**src/hdl/hfh_pkg.sv**
```systemverilog
package hfh_pkg;

  localparam int MAX_REPORT_BYTES  = 8;
  localparam int MAX_PAYLOAD_CHARS = 63;
  localparam int MOUSE_BYTES       = 4;
  localparam int STORE_DEPTH       = 8;

  localparam logic [7:0] START_BYTE   = 8'hAA;
  localparam logic [7:0] END_BYTE     = 8'h55;
  localparam logic [7:0] CMD_MOUSE    = 8'h01;
  localparam logic [7:0] CMD_KEYBOARD = 8'h02;
  localparam logic [7:0] SPACE_CHAR   = 8'h20;

  typedef enum logic [2:0] {
    PH_HUNT,
    PH_CMD,
    PH_LEN,
    PH_PAYLOAD,
    PH_SPARE,
    PH_END
  } phase_t;

  typedef enum logic [1:0] {
    KIND_MOUSE   = 2'd0,
    KIND_PRESS   = 2'd1,
    KIND_RELEASE = 2'd2,
    KIND_UNKNOWN = 2'd3
  } kind_t;

  typedef struct packed {
    kind_t       kind;
    logic [63:0] data;
    logic        last;
  } hfh_res_t;

  // handshake between parser and result stage
  typedef struct packed {
    logic     emit;
    logic     kbd;
    hfh_res_t res;
  } hfh_emit_t;

  function automatic logic is_hex(input logic [7:0] c);
    is_hex = (c >= 8'h30 && c <= 8'h39) || (c >= 8'h41 && c <= 8'h46) ||
             (c >= 8'h61 && c <= 8'h66);
  endfunction

  function automatic logic [3:0] hex_val(input logic [7:0] c);
    if (c <= 8'h39) begin
      hex_val = c[3:0];
    end else begin
      hex_val = c[3:0] + 4'd9;
    end
  endfunction

endpackage

```
**src/hdl/hfh_in_reg.sv**
```systemverilog
module hfh_in_reg
  import hfh_pkg::*;
(
  input  logic       clk,
  input  logic       rst_n,
  input  logic       in_tvalid,
  output logic       in_tready,
  input  logic [7:0] in_tdata,
  input  logic       take,
  output logic       byte_valid,
  output logic [7:0] byte_data
);

  logic       valid_r;
  logic       valid_nxt;
  logic [7:0] data_r;

  assign in_tready = !valid_r || take;
  assign valid_nxt = (in_tvalid && in_tready) ? 1'b1 : (take ? 1'b0 : valid_r);

  always_ff @(posedge clk) begin
    if (!rst_n) begin
      valid_r <= 1'b0;
    end else begin
      valid_r <= valid_nxt;
    end
  end

  always_ff @(posedge clk) begin
    if (in_tvalid && in_tready) begin
      data_r <= in_tdata;
    end
  end

  assign byte_valid = valid_r;
  assign byte_data  = data_r;

endmodule

```
**src/hdl/hfh_parser.sv**
```systemverilog
module hfh_parser
  import hfh_pkg::*;
(
  input  logic       clk,
  input  logic       rst_n,
  input  logic       fire,
  input  logic [7:0] b,
  output hfh_emit_t  em
);

  phase_t     phase_r, phase_nxt;
  logic [7:0] cmd_r, cmd_nxt;
  logic [7:0] remain_r, remain_nxt;
  logic [7:0] held_r, held_nxt;
  logic       half_r, half_nxt;
  logic       stop_r, stop_nxt;
  logic [3:0] count_r, count_nxt;
  logic [7:0] store_r   [STORE_DEPTH];
  logic [7:0] store_nxt [STORE_DEPTH];
  logic [3:0] limit;
  logic [3:0] count_inc;
  logic [7:0] pair;
  logic [63:0] all_bytes;

  assign limit     = (cmd_r == CMD_MOUSE) ? 4'(MOUSE_BYTES) : 4'(MAX_REPORT_BYTES);
  assign count_inc = count_r + 4'd1;
  assign pair      = {hex_val(held_r), hex_val(b)};

  always_comb begin
    for (int i = 0; i < STORE_DEPTH; i++) begin
      all_bytes[i*8 +: 8] = store_r[i];
    end
  end

  // result for an end byte, independent of fire
  always_comb begin
    em.emit = (phase_r == PH_END) && (b == END_BYTE);
    em.kbd  = 1'b0;
    em.res  = '0;
    em.res.last = 1'b1;
    if (cmd_r == CMD_MOUSE) begin
      em.res.kind = KIND_MOUSE;
      em.res.data = {32'd0, all_bytes[31:0]};
    end else if (cmd_r == CMD_KEYBOARD) begin
      em.kbd      = 1'b1;
      em.res.kind = KIND_PRESS;
      em.res.data = all_bytes;
      em.res.last = 1'b0;
    end else begin
      em.res.kind = KIND_UNKNOWN;
    end
  end

  always_comb begin
    phase_nxt  = phase_r;
    cmd_nxt    = cmd_r;
    remain_nxt = remain_r;
    held_nxt   = held_r;
    half_nxt   = half_r;
    stop_nxt   = stop_r;
    count_nxt  = count_r;
    for (int i = 0; i < STORE_DEPTH; i++) begin
      store_nxt[i] = store_r[i];
    end
    if (fire) begin
      unique case (phase_r)
        PH_HUNT: begin
          if (b == START_BYTE) begin
            phase_nxt = PH_CMD;
          end
        end
        PH_CMD: begin
          cmd_nxt   = b;
          phase_nxt = PH_LEN;
        end
        PH_LEN: begin
          if (b > 8'(MAX_PAYLOAD_CHARS)) begin
            phase_nxt = PH_HUNT;
          end else begin
            remain_nxt = b;
            held_nxt   = '0;
            half_nxt   = 1'b0;
            stop_nxt   = 1'b0;
            count_nxt  = '0;
            for (int i = 0; i < STORE_DEPTH; i++) begin
              store_nxt[i] = '0;
            end
            phase_nxt = (b == 8'd0) ? PH_SPARE : PH_PAYLOAD;
          end
        end
        PH_PAYLOAD: begin
          if (!stop_r) begin
            if (!half_r) begin
              if (b != SPACE_CHAR) begin
                if (is_hex(b)) begin
                  held_nxt = b;
                  half_nxt = 1'b1;
                end else begin
                  stop_nxt = 1'b1;
                end
              end
            end else begin
              half_nxt = 1'b0;
              if (!is_hex(b)) begin
                stop_nxt = 1'b1;
              end else begin
                for (int i = 0; i < STORE_DEPTH; i++) begin
                  if (count_r[2:0] == 3'(i)) begin
                    store_nxt[i] = pair;
                  end
                end
                count_nxt = count_inc;
                if (count_inc >= limit) begin
                  stop_nxt = 1'b1;
                end
              end
            end
          end
          remain_nxt = remain_r - 8'd1;
          if (remain_r == 8'd1) begin
            phase_nxt = PH_SPARE;
          end
        end
        PH_SPARE: begin
          phase_nxt = PH_END;
        end
        PH_END: begin
          phase_nxt = PH_HUNT;
        end
        default: begin
          phase_nxt = PH_HUNT;
        end
      endcase
    end
  end

  always_ff @(posedge clk) begin
    if (!rst_n) begin
      phase_r  <= PH_HUNT;
      cmd_r    <= '0;
      remain_r <= '0;
      held_r   <= '0;
      half_r   <= 1'b0;
      stop_r   <= 1'b0;
      count_r  <= '0;
      for (int i = 0; i < STORE_DEPTH; i++) begin
        store_r[i] <= '0;
      end
    end else begin
      phase_r  <= phase_nxt;
      cmd_r    <= cmd_nxt;
      remain_r <= remain_nxt;
      held_r   <= held_nxt;
      half_r   <= half_nxt;
      stop_r   <= stop_nxt;
      count_r  <= count_nxt;
      for (int i = 0; i < STORE_DEPTH; i++) begin
        store_r[i] <= store_nxt[i];
      end
    end
  end

endmodule

```
**src/hdl/hfh_out_stage.sv**
```systemverilog
module hfh_out_stage
  import hfh_pkg::*;
(
  input  logic        clk,
  input  logic        rst_n,
  input  logic        load,
  input  hfh_emit_t   em,
  output logic        free,
  output logic        out_tvalid,
  input  logic        out_tready,
  output logic [63:0] out_tdata,
  output logic [1:0]  out_tuser,
  output logic        out_tlast
);

  logic     valid_r, valid_nxt;
  logic     pend_r, pend_nxt;
  hfh_res_t res_r, res_nxt;
  hfh_res_t release_res;

  always_comb begin
    release_res      = '0;
    release_res.kind = KIND_RELEASE;
    release_res.last = 1'b1;
  end

  assign free = !pend_r && (!valid_r || out_tready);

  always_comb begin
    valid_nxt = valid_r;
    pend_nxt  = pend_r;
    res_nxt   = res_r;
    if (valid_r && out_tready) begin
      if (pend_r) begin
        res_nxt  = release_res;
        pend_nxt = 1'b0;
      end else begin
        valid_nxt = 1'b0;
      end
    end
    if (load) begin
      valid_nxt = 1'b1;
      res_nxt   = em.res;
      pend_nxt  = em.kbd;
    end
  end

  always_ff @(posedge clk) begin
    if (!rst_n) begin
      valid_r <= 1'b0;
      pend_r  <= 1'b0;
    end else begin
      valid_r <= valid_nxt;
      pend_r  <= pend_nxt;
    end
  end

  always_ff @(posedge clk) begin
    res_r <= res_nxt;
  end

  assign out_tvalid = valid_r;
  assign out_tdata  = res_r.data;
  assign out_tuser  = res_r.kind;
  assign out_tlast  = res_r.last;

endmodule

```
**src/hdl/hex_frame_to_hid_report.sv**
```systemverilog
// channel  dir  tdata                      tuser           tlast
// in_      in   [7:0] rx_byte              -               -
// out_     out  report_byte_0..7, 8 each   [1:0] report_kind last_of_run
//
// one byte per cycle sustained while the output stage can take results; a byte
// reaches the parser from the input register and a result is registered from its end byte
// a keyboard frame gives two results; the release follows the press
// synchronous active-low reset returns the parser to hunting for 0xAA
// an end byte waits in the input register while the result register is full
module hex_frame_to_hid_report
  import hfh_pkg::*;
(
  input  logic        clk,
  input  logic        rst_n,
  input  logic        in_tvalid,
  output logic        in_tready,
  input  logic [7:0]  in_tdata,   // rx_byte
  output logic        out_tvalid,
  input  logic        out_tready,
  output logic [63:0] out_tdata,  // report_byte_0 .. report_byte_7
  output logic [1:0]  out_tuser,  // report_kind
  output logic        out_tlast   // last_of_run
);

  logic      byte_valid;
  logic [7:0] byte_data;
  logic      take;
  logic      free;
  hfh_emit_t em;

  assign take = byte_valid && (!em.emit || free);

  hfh_in_reg u_in (
    .clk        (clk),
    .rst_n      (rst_n),
    .in_tvalid  (in_tvalid),
    .in_tready  (in_tready),
    .in_tdata   (in_tdata),
    .take       (take),
    .byte_valid (byte_valid),
    .byte_data  (byte_data)
  );

  hfh_parser u_parser (
    .clk   (clk),
    .rst_n (rst_n),
    .fire  (take),
    .b     (byte_data),
    .em    (em)
  );

  hfh_out_stage u_out (
    .clk        (clk),
    .rst_n      (rst_n),
    .load       (take && em.emit),
    .em         (em),
    .free       (free),
    .out_tvalid (out_tvalid),
    .out_tready (out_tready),
    .out_tdata  (out_tdata),
    .out_tuser  (out_tuser),
    .out_tlast  (out_tlast)
  );

endmodule
```
**config.mk**
```make
export PLATFORM = sky130hd
export DESIGN_NAME = hex_frame_to_hid_report
export DESIGN_NICKNAME = d
export VERILOG_FILES = /design/src/hdl/hfh_pkg.sv /design/src/hdl/hfh_in_reg.sv /design/src/hdl/hfh_parser.sv /design/src/hdl/hfh_out_stage.sv /design/src/hdl/hex_frame_to_hid_report.sv
export SDC_FILE = /design/constraint.sdc
export NUM_CORES = 1
export LEC_CHECK = 0
export ABC_AREA = 1
export ABC_CLOCK_PERIOD_IN_PS = 17800
export BUFFER_PORTS_ARGS = -buffer_cell sky130_fd_sc_hd__buf_2
export CAP_MARGIN = 10
export CORE_UTILIZATION = 40
export DETAILED_ROUTE_END_ITERATION = 10
export GPL_ROUTABILITY_DRIVEN = 0
export PLACE_DENSITY_LB_ADDON = 0.12
export SYNTH_ARGS = -nofsm -noshare
export SYNTH_HDL_FRONTEND = slang
export SYNTH_SLANG_ARGS = --single-unit
```
**constraint.sdc**
```tcl
create_clock -name clk -period 17.8 [get_ports clk]
set_input_delay 0 -clock clk [delete_from_list [all_inputs] [get_ports clk]]
set_output_delay 0 -clock clk [all_outputs]
set_load 0.02 [all_outputs]
```
==> results of run 1 <==
-- metal layers --
metal,track usage,wire length [um],vias up
li1,-,-,3155
met4,0.0677,342,0
met1,0.237,8150,2736
met2,0.299,8460,137
met3,0.0282,659,26
met5,0,0,-
-- worst min path at each step --
stage                      from                end  slack [ps]  depth (start not counted)
floorplan           in_tdata[0]  u_in.byte_data[0]         100                          0
global placement    in_tdata[3]  u_in.byte_data[3]         180                          1
detailed placement  in_tdata[5]  u_in.byte_data[5]         180                          1
CTS                 in_tdata[5]  u_in.byte_data[5]         260                          2
global route        in_tdata[3]  u_in.byte_data[3]         280                          2
finish              in_tdata[3]  u_in.byte_data[3]         290                          2
-- cell usage after synthesis, drive strengths merged --
cell,count,area (um^2)
a211oi,1,7.51
a21oi,41,224
a221oi,1,8.76
a31oi,4,25.0
and3,1,6.26
buf,31,233
clkbuf,8,30.0
dfxtp,100,2000
edfxtp,75,2250
ha,18,225
inv,127,477
nand2,201,772
nand3,43,258
nand3b,1,7.51
nand4,15,199
nor2,228,923
nor3,8,40.0
nor4,1,6.26
o21ai,40,204
o31ai,7,52.6
or2,1,6.26
xnor2,1,8.76
xor2,1,8.76
-- layout by cell type (no fill, tap or decap), types with 3 or more instances in the layout --
master	synthesis	routed
clkbuf_16	0	17
o21ai_0	39	38
dlygate4sd3_1	0	11
inv_2	7	7
a31oi_1	4	4
dfxtp_1	100	100
nand2_2	4	4
bufinv_16	0	3
nand4_1	8	8
nand4_4	7	7
nor3_1	8	8
inv_1	120	120
o31ai_1	7	7
a21oi_2	5	5
nor2_1	220	220
nand3_1	39	39
edfxtp_1	75	75
nor2_4	4	4
a21oi_1	36	36
buf_2	12	80
nand2_1	196	196
nand3_4	3	3
ha_1	18	18
-- cells by family after synthesis --
family	synth area share
XOR/XNOR	0.00220
AND/OR/NAND/NOR	0.278
flip-flops	0.533
AO/OA/AOI/OAI	0.0654
buffers and inverters	0.0927
adder cells (fa/ha/maj)	0.0282
-- flip-flops by register name, summed over array words and instances, names as in the netlist, 2 cells and up --
name	count
u_parser.held_r	8
u_parser.store_r	64
u_parser.phase_r	3
u_out.out_tuser	2
u_parser.cmd_r	8
u_parser.count_r	4
u_out.out_tdata	64
u_in.byte_data	8
u_parser.remain_r	8
-- area by class of cell --
type | instances | area (um^2)
clock buffer | 21 | 460
tap | 265 | 332
fill | 1997 | 10300
sequential | 175 | 4250
inverter | 127 | 477
timing repair buffer | 94 | 553
clock inverter | 11 | 155
multi-input combinational | 613 | 3000
-- power by group through the flow --
stage | combinational (mW) | clock [mW] | sequential (mW)
after floorplan | 0.0162 | 0 | 0.428
after global placement | 0.0199 | 0 | 0.430
after detailed placement | 0.0199 | 0 | 0.430
after CTS | 0.0218 | 0.398 | 0.421
after global routing | 0.0245 | 0.413 | 0.421
final | 0.0218 | 0.389 | 0.421
-- critical path: cells and delay by family (launching register included) --
| family | cells | cell delay (ps) |
|---|---|---|
| adder cells (fa/ha/maj) | 1 | 230 |
| buffers and inverters | 3 | 860 |
| flip-flops | 1 | 490 |
| AO/OA/AOI/OAI | 1 | 300 |
| AND/OR/NAND/NOR | 5 | 510 |
==> out/qor.txt, run 1 <==
DIE
--------------------------------------------------------------------------
Chip width ..................................................       143 um
Ports .......................................................           81
Core footprint ..............................................  0.0195 mm^2
Placement Rows ..............................................           51
Full die area ...............................................  0.0205 mm^2
Die span in y ...............................................       143 um
Starting utilization of the core area .......................        0.408

ROUTE
--------------------------------------------------------------------------
Vias per Instance ...........................................         4.64
Average routed wire per standard cell .......................      13.5 um
Drt drc .....................................................            0
Count of antenna-violating nets left after detailed routing .            0
Initial detailed-routing violation count ....................          417
Total vias in the final route ...............................        6,054
Routed wire length ..........................................    17,600 um
Number of iterations in the first detailed-routing pass .....            5

LAYOUT
--------------------------------------------------------------------------
Fin nets ....................................................        1,058
Core utilization of the finished layout .....................        0.473
Fraction of layout cells with a size suffix above 1 .........        0.146
Layout-stage area growth over the synthesis result ..........        15.7%
Inserted Diodes .............................................            0
Finished Layout Cells .......................................        1,306
Finished Cell Area .......................................... 0.00923 mm^2

MIN PATH
--------------------------------------------------------------------------
Worst hold path type ........................................ primary input to flop

GLOBAL ROUTING
--------------------------------------------------------------------------
Residual overflow from global routing .......................            0
Global-route wire length before repair ......................    28,300 um
Pin count of the biggest net entering global routing ........           73
Total GRT Usage .............................................        0.181
Via count of the first global-routing pass ..................        5,571
Antenna violations before repair ............................            0

TIMING
--------------------------------------------------------------------------
Final worst setup slack .....................................    14,970 ps
Final Slew Violations .......................................            0
Slew at the pin closest to its max-slew limit ...............      1110 ps
Hold Violations, Final ......................................            0
Worst Clk Skew ..............................................      10.6 ps
Setup repair after global routing missed its margin .........           no
Maximum frequency from static timing analysis ...............      354 MHz
Final TNS setup .............................................         0 ps
Max-Slew Margin vs Limit ....................................        0.250
Worst hold slack ............................................       292 ps
Final Critical Period .......................................      2830 ps
Share of the clock period used by the worst path ............        0.159
Final count of negative-setup-slack endpoints ...............            0

POWER AND IR DROP
--------------------------------------------------------------------------
Power spent charging and discharging nets ...................       176 uW
PwrDens ..................................................... 90.1 mW/mm^2
Post-layout power ...........................................       832 uW
Static leakage ..............................................      3.80 nW
Switching share of total power ..............................        0.212
Sequential share of power ...................................        0.506
Peak ir drop on the vdd network .............................      64.9 uV
Clock group share of total power ............................        0.467
Internal cell power .........................................       655 uW
Relative contribution of combinational cells to total power .        0.026

SETUP PATH
--------------------------------------------------------------------------
Source of the critical timing path .......................... u_in.byte_data[1]
R2R setup slack .............................................    14,970 ps
Category of the worst setup path launch point ...............         flop
Required time of the critical path ..........................    17,860 ps
Terminus of the critical flop-to-flop path .................. u_out.out_tdata[22]
Slowest cell on crit path ...................................        buf_4
Critical Path End Type ......................................         flop
Crit Path Max Fanout ........................................           46
Depth of the worst register-to-register path ................           10
Critical path arrival .......................................      2890 ps
Worst setup path endpoint ................................... u_out.out_tdata[22]
CP Class .................................................... flop to flop
Stage delay of the slowest cell on the critical path ........       610 ps
Worst flop-to-flop path startpoint .......................... u_in.byte_data[1]
Series of cell instances along the critical path ............ inv_1 > ha_1 > nand2_1 > nor2_1 > nand4_1 > nand2_2 > inv_1 > nand2_1 > o21ai_4 > buf_4

LOGIC SYNTHESIS
--------------------------------------------------------------------------
Post-synthesis sequential area ratio ........................        0.533
Cells after Synth ...........................................          954
Count of different cell masters after synthesis .............           38
Post-Synthesis Cell Area .................................... 0.00798 mm^2
Net count after synthesis ...................................          984
Avg Synthesized Cell Area ...................................    8.36 um^2
Synthesis-stage register bit count ..........................          175
Number of warnings issued by yosys ..........................            0

CLOCK NETWORK
--------------------------------------------------------------------------
Number of H-tree levels .....................................            4
Buffer count from post-CTS setup fixing .....................            0
Post-cts resize count .......................................            0
Clock root buffer master ....................................    clkbuf_16
CTS buffer count ............................................           17
Clock-pin slew on the worst setup and hold paths ............        70 ps
Clock tree from TritonCTS ...................................          yes
Sink count of the clock tree ................................          175
Worst-skew pair later-pin latency ...........................       420 ps
Hold buffer count at CTS ....................................           11
Maximum clock insertion buffer count ........................            2

PLACE
--------------------------------------------------------------------------
Post-DP HPWL ................................................    11,200 um
Pre-CTS worst setup slack ...................................    14,670 ps
Instance count after placement with tap cells included ......        1,262
Input/output buffers ........................................           80
Total placed instance area .................................. 0.00848 mm^2

RUN STATUS
--------------------------------------------------------------------------
Outcome ..................................................... complete, no violations

RUN
--------------------------------------------------------------------------
Maximum Capacitance Violations ..............................            0

Note: power is estimated with default switching activity, not from simulation.
==> inputs of run 2 (changes only) <==
--- a/config.mk
+++ b/config.mk
@@ -6,7 +6,7 @@
 export NUM_CORES = 1
 export LEC_CHECK = 0
 export ABC_AREA = 1
-export ABC_CLOCK_PERIOD_IN_PS = 17800
+export ABC_CLOCK_PERIOD_IN_PS = 2310
 export BUFFER_PORTS_ARGS = -buffer_cell sky130_fd_sc_hd__buf_2
 export CAP_MARGIN = 10
 export CORE_UTILIZATION = 40
==> constraint.sdc (replaced) <==
create_clock -name clk -period 2.31 [get_ports clk]
set_input_delay 0 -clock clk [delete_from_list [all_inputs] [get_ports clk]]
set_output_delay 0 -clock clk [all_outputs]
set_load 0.02 [all_outputs]
==> run 2 against run 1 <==
Compared with the run above: largest cell class unchanged; final cell count grew 2.7%; largest power group unchanged; routed wire length grew 0.94%; sequential cell count is the same; highest routed layer unchanged; sequential share of layout area shrank 1.2 points; core utilization grew 1.3 points; clock skew is essentially flat; cell area grew 2.7%; sequential power grew to 7.7 times the previous value; combinational power grew to 8.8 times the previous value; critical path depth grew 2; first-iteration DRC count shrank 18%.
==> out/qor.txt, run 2 (synthesis gave the netlist of run 1 again) <==
TIMING
--------------------------------------------------------------------------
Final count of negative-setup-slack endpoints ...............            0   unchanged
Final Slew Violations .......................................            0   unchanged
Worst hold slack ............................................       275 ps   was 292 ps
Worst Clk Skew ..............................................      10.5 ps   was 10.6 ps
Slew at the pin closest to its max-slew limit ...............       467 ps   was 1110 ps
Maximum frequency from static timing analysis ...............      478 MHz   was 354 MHz
Share of the clock period used by the worst path ............        0.906   was 0.159
Hold Violations, Final ......................................            0   unchanged
Max-Slew Margin vs Limit ....................................        0.686   was 0.250
Final Critical Period .......................................      2090 ps   was 2830 ps

LAYOUT
--------------------------------------------------------------------------
Most used cells in the layout excluding fill and tap cells .. 220 x nor2_1, 196 x nand2_1, 118 x inv_1   was 220 x nor2_1, 196 x nand2_1, 120 x inv_1
Layout-stage area growth over the synthesis result ..........        18.9%   was 15.7%
Fin nets ....................................................        1,093   was 1,058
Inserted Diodes .............................................            0   unchanged
Fraction of layout cells with a size suffix above 1 .........        0.178   was 0.146
Finished Cell Area .......................................... 0.00948 mm^2   was 0.00923 mm^2
Leading cell type in the layout, fill and taps excluded .....       nor2_1   unchanged

POWER AND IR DROP
--------------------------------------------------------------------------
Static leakage ..............................................      3.97 nW   was 3.80 nW
Relative contribution of combinational cells to total power .        0.031   was 0.026
Switching share of total power ..............................        0.226   was 0.212
Power spent charging and discharging nets ...................      1.42 mW   was 176 uW
Peak ir drop on the vdd network .............................       468 uV   was 64.9 uV
Clock group share of total power ............................        0.452   was 0.467
PwrDens .....................................................  661 mW/mm^2   was 90.1 mW/mm^2
Sequential share of power ...................................        0.517   was 0.506
Internal cell power .........................................      4.85 mW   was 655 uW
Post-layout power ...........................................      6.27 mW   was 832 uW

RUN STATUS
--------------------------------------------------------------------------
Outcome ..................................................... complete, no violations   unchanged

ROUTE
--------------------------------------------------------------------------
Average routed wire per standard cell .......................      13.3 um   was 13.5 um
Initial detailed-routing violation count ....................          344   was 417
Vias per Instance ...........................................         4.57   was 4.64
Total vias in the final route ...............................        6,124   was 6,054
Number of iterations in the first detailed-routing pass .....            5   unchanged
Routed wire length ..........................................    17,800 um   was 17,600 um
Drt drc .....................................................            0   unchanged
Count of antenna-violating nets left after detailed routing .            0   unchanged

DIE
--------------------------------------------------------------------------
Chip width ..................................................       143 um   unchanged
Die span in y ...............................................       143 um   unchanged
Starting utilization of the core area .......................        0.408   unchanged
Ports .......................................................           81   unchanged
Full die area ...............................................  0.0205 mm^2   unchanged
Core footprint ..............................................  0.0195 mm^2   unchanged
Placement Rows ..............................................           51   unchanged

GLOBAL ROUTING
--------------------------------------------------------------------------
Antenna violations before repair ............................            0   unchanged
Total GRT Usage .............................................        0.186   was 0.181
Via count of the first global-routing pass ..................        5,683   was 5,571
Pin count of the biggest net entering global routing ........           43   was 73
Residual overflow from global routing .......................            0   unchanged
Global-route wire length before repair ......................    29,200 um   was 28,300 um

SETUP PATH
--------------------------------------------------------------------------
Critical path arrival .......................................      2270 ps   was 2890 ps
Crit Path Max Fanout ........................................           34   was 46
Critical Path End Type ......................................         flop   unchanged
CP Class .................................................... flop to flop   unchanged
Category of the worst setup path launch point ...............         flop   unchanged
Required time of the critical path ..........................      2490 ps   was 17,860 ps
Depth of the worst register-to-register path ................           12   was 10

RUN
--------------------------------------------------------------------------
Maximum Capacitance Violations ..............................            0   unchanged

PLACE
--------------------------------------------------------------------------
Input/output buffers ........................................           80   unchanged
Post-DP HPWL ................................................    12,200 um   was 11,200 um
Total placed instance area .................................. 0.00878 mm^2   was 0.00848 mm^2

CLOCK NETWORK
--------------------------------------------------------------------------
Sink count of the clock tree ................................          175   unchanged
Clock root buffer master ....................................    clkbuf_16   unchanged
Worst-skew pair later-pin latency ...........................       430 ps   was 420 ps
Maximum clock insertion buffer count ........................            2   unchanged
Clock tree from TritonCTS ...................................          yes   unchanged
Clock-pin slew on the worst setup and hold paths ............        70 ps   about the same
CTS buffer count ............................................           17   unchanged
Number of H-tree levels .....................................            4   unchanged

MIN PATH
--------------------------------------------------------------------------
Hold Crit Depth .............................................            2   unchanged
Worst hold path type ........................................ primary input to flop   unchanged

[run 2: cell type report]
type	instances	area, um^2
clock buffers	19	453
fillers	1991	10000
well taps	265	332
multi-input cells	613	2990
flip-flops and latches	175	4250
repair buffers	129	846
inverters	127	477
clock inverters	13	125
[run 2: per-stage QoR]
stage / worst slack, ps / instances / TNS (ps) / util
global placement: 199 / 1296 / 0 / 0.450
finish: 218 / 1341 / 0 / 0.486
global route: -15.9 / 1341 / -15.9 / 0.486
floorplan: 61.3 / 954 / 0 / -
detailed placement: 206 / 1296 / 0 / 0.450
CTS: 190 / 1339 / 0 / 0.485
[run 2: what timing repair did]
action | CTS | global route
endpoints found under the setup margin | 0 | 14
setup buffers | 0 | 2
endpoints found under the hold margin | 15 | 0
gates resized for setup | 0 | 2
hold buffers | 11 | 0
[run 2: worst paths after layout]
| path | endpoint | from | slack (ps) |
|---|---|---|---|
| min | u_in.byte_data[7] | in_tdata[7] | 270 |
| max reg2reg | u_out.out_tdata[57] | u_in.byte_data[1] | 220 |
| min reg2reg | u_parser.held_r[7] | u_parser.held_r[7] | 440 |
| max | u_out.out_tdata[57] | u_in.byte_data[1] | 220 |
[run 2: power by group through the flow]
| stage | Sequential, mW | Clock [mW] | Combinational, mW |
|---|---|---|---|
| detailed placement | 3.31 | 0 | 0.172 |
| global placement | 3.31 | 0 | 0.174 |
| finish | 3.24 | 2.83 | 0.192 |
| CTS | 3.24 | 2.90 | 0.187 |
| global route | 3.24 | 3.02 | 0.217 |
| floorplan | 3.30 | 0 | 0.125 |
[run 2: layer usage]
layer | vias up | part of all wire | track usage | routed length [um]
met5 | - | 0 | 0 | 0
met4 | 0 | 0.0094 | 0.0627 | 167
met3 | 11 | 0.037 | 0.0312 | 649
met2 | 126 | 0.48 | 0.306 | 8560
met1 | 2765 | 0.47 | 0.248 | 8400
li1 | 3222 | - | - | -
[run 2: worst max-delay path: stages, from the launching register on]
cell,delay (ps)
edfxtp_1,390
inv_1,130
ha_1,210
nand2_1,60
nor2_1,140
nand4_1,150
nand2_2,90
inv_1,60
nand2_1,150
inv_1,90
nand2_1,110
buf_12,190
nor2_1,60
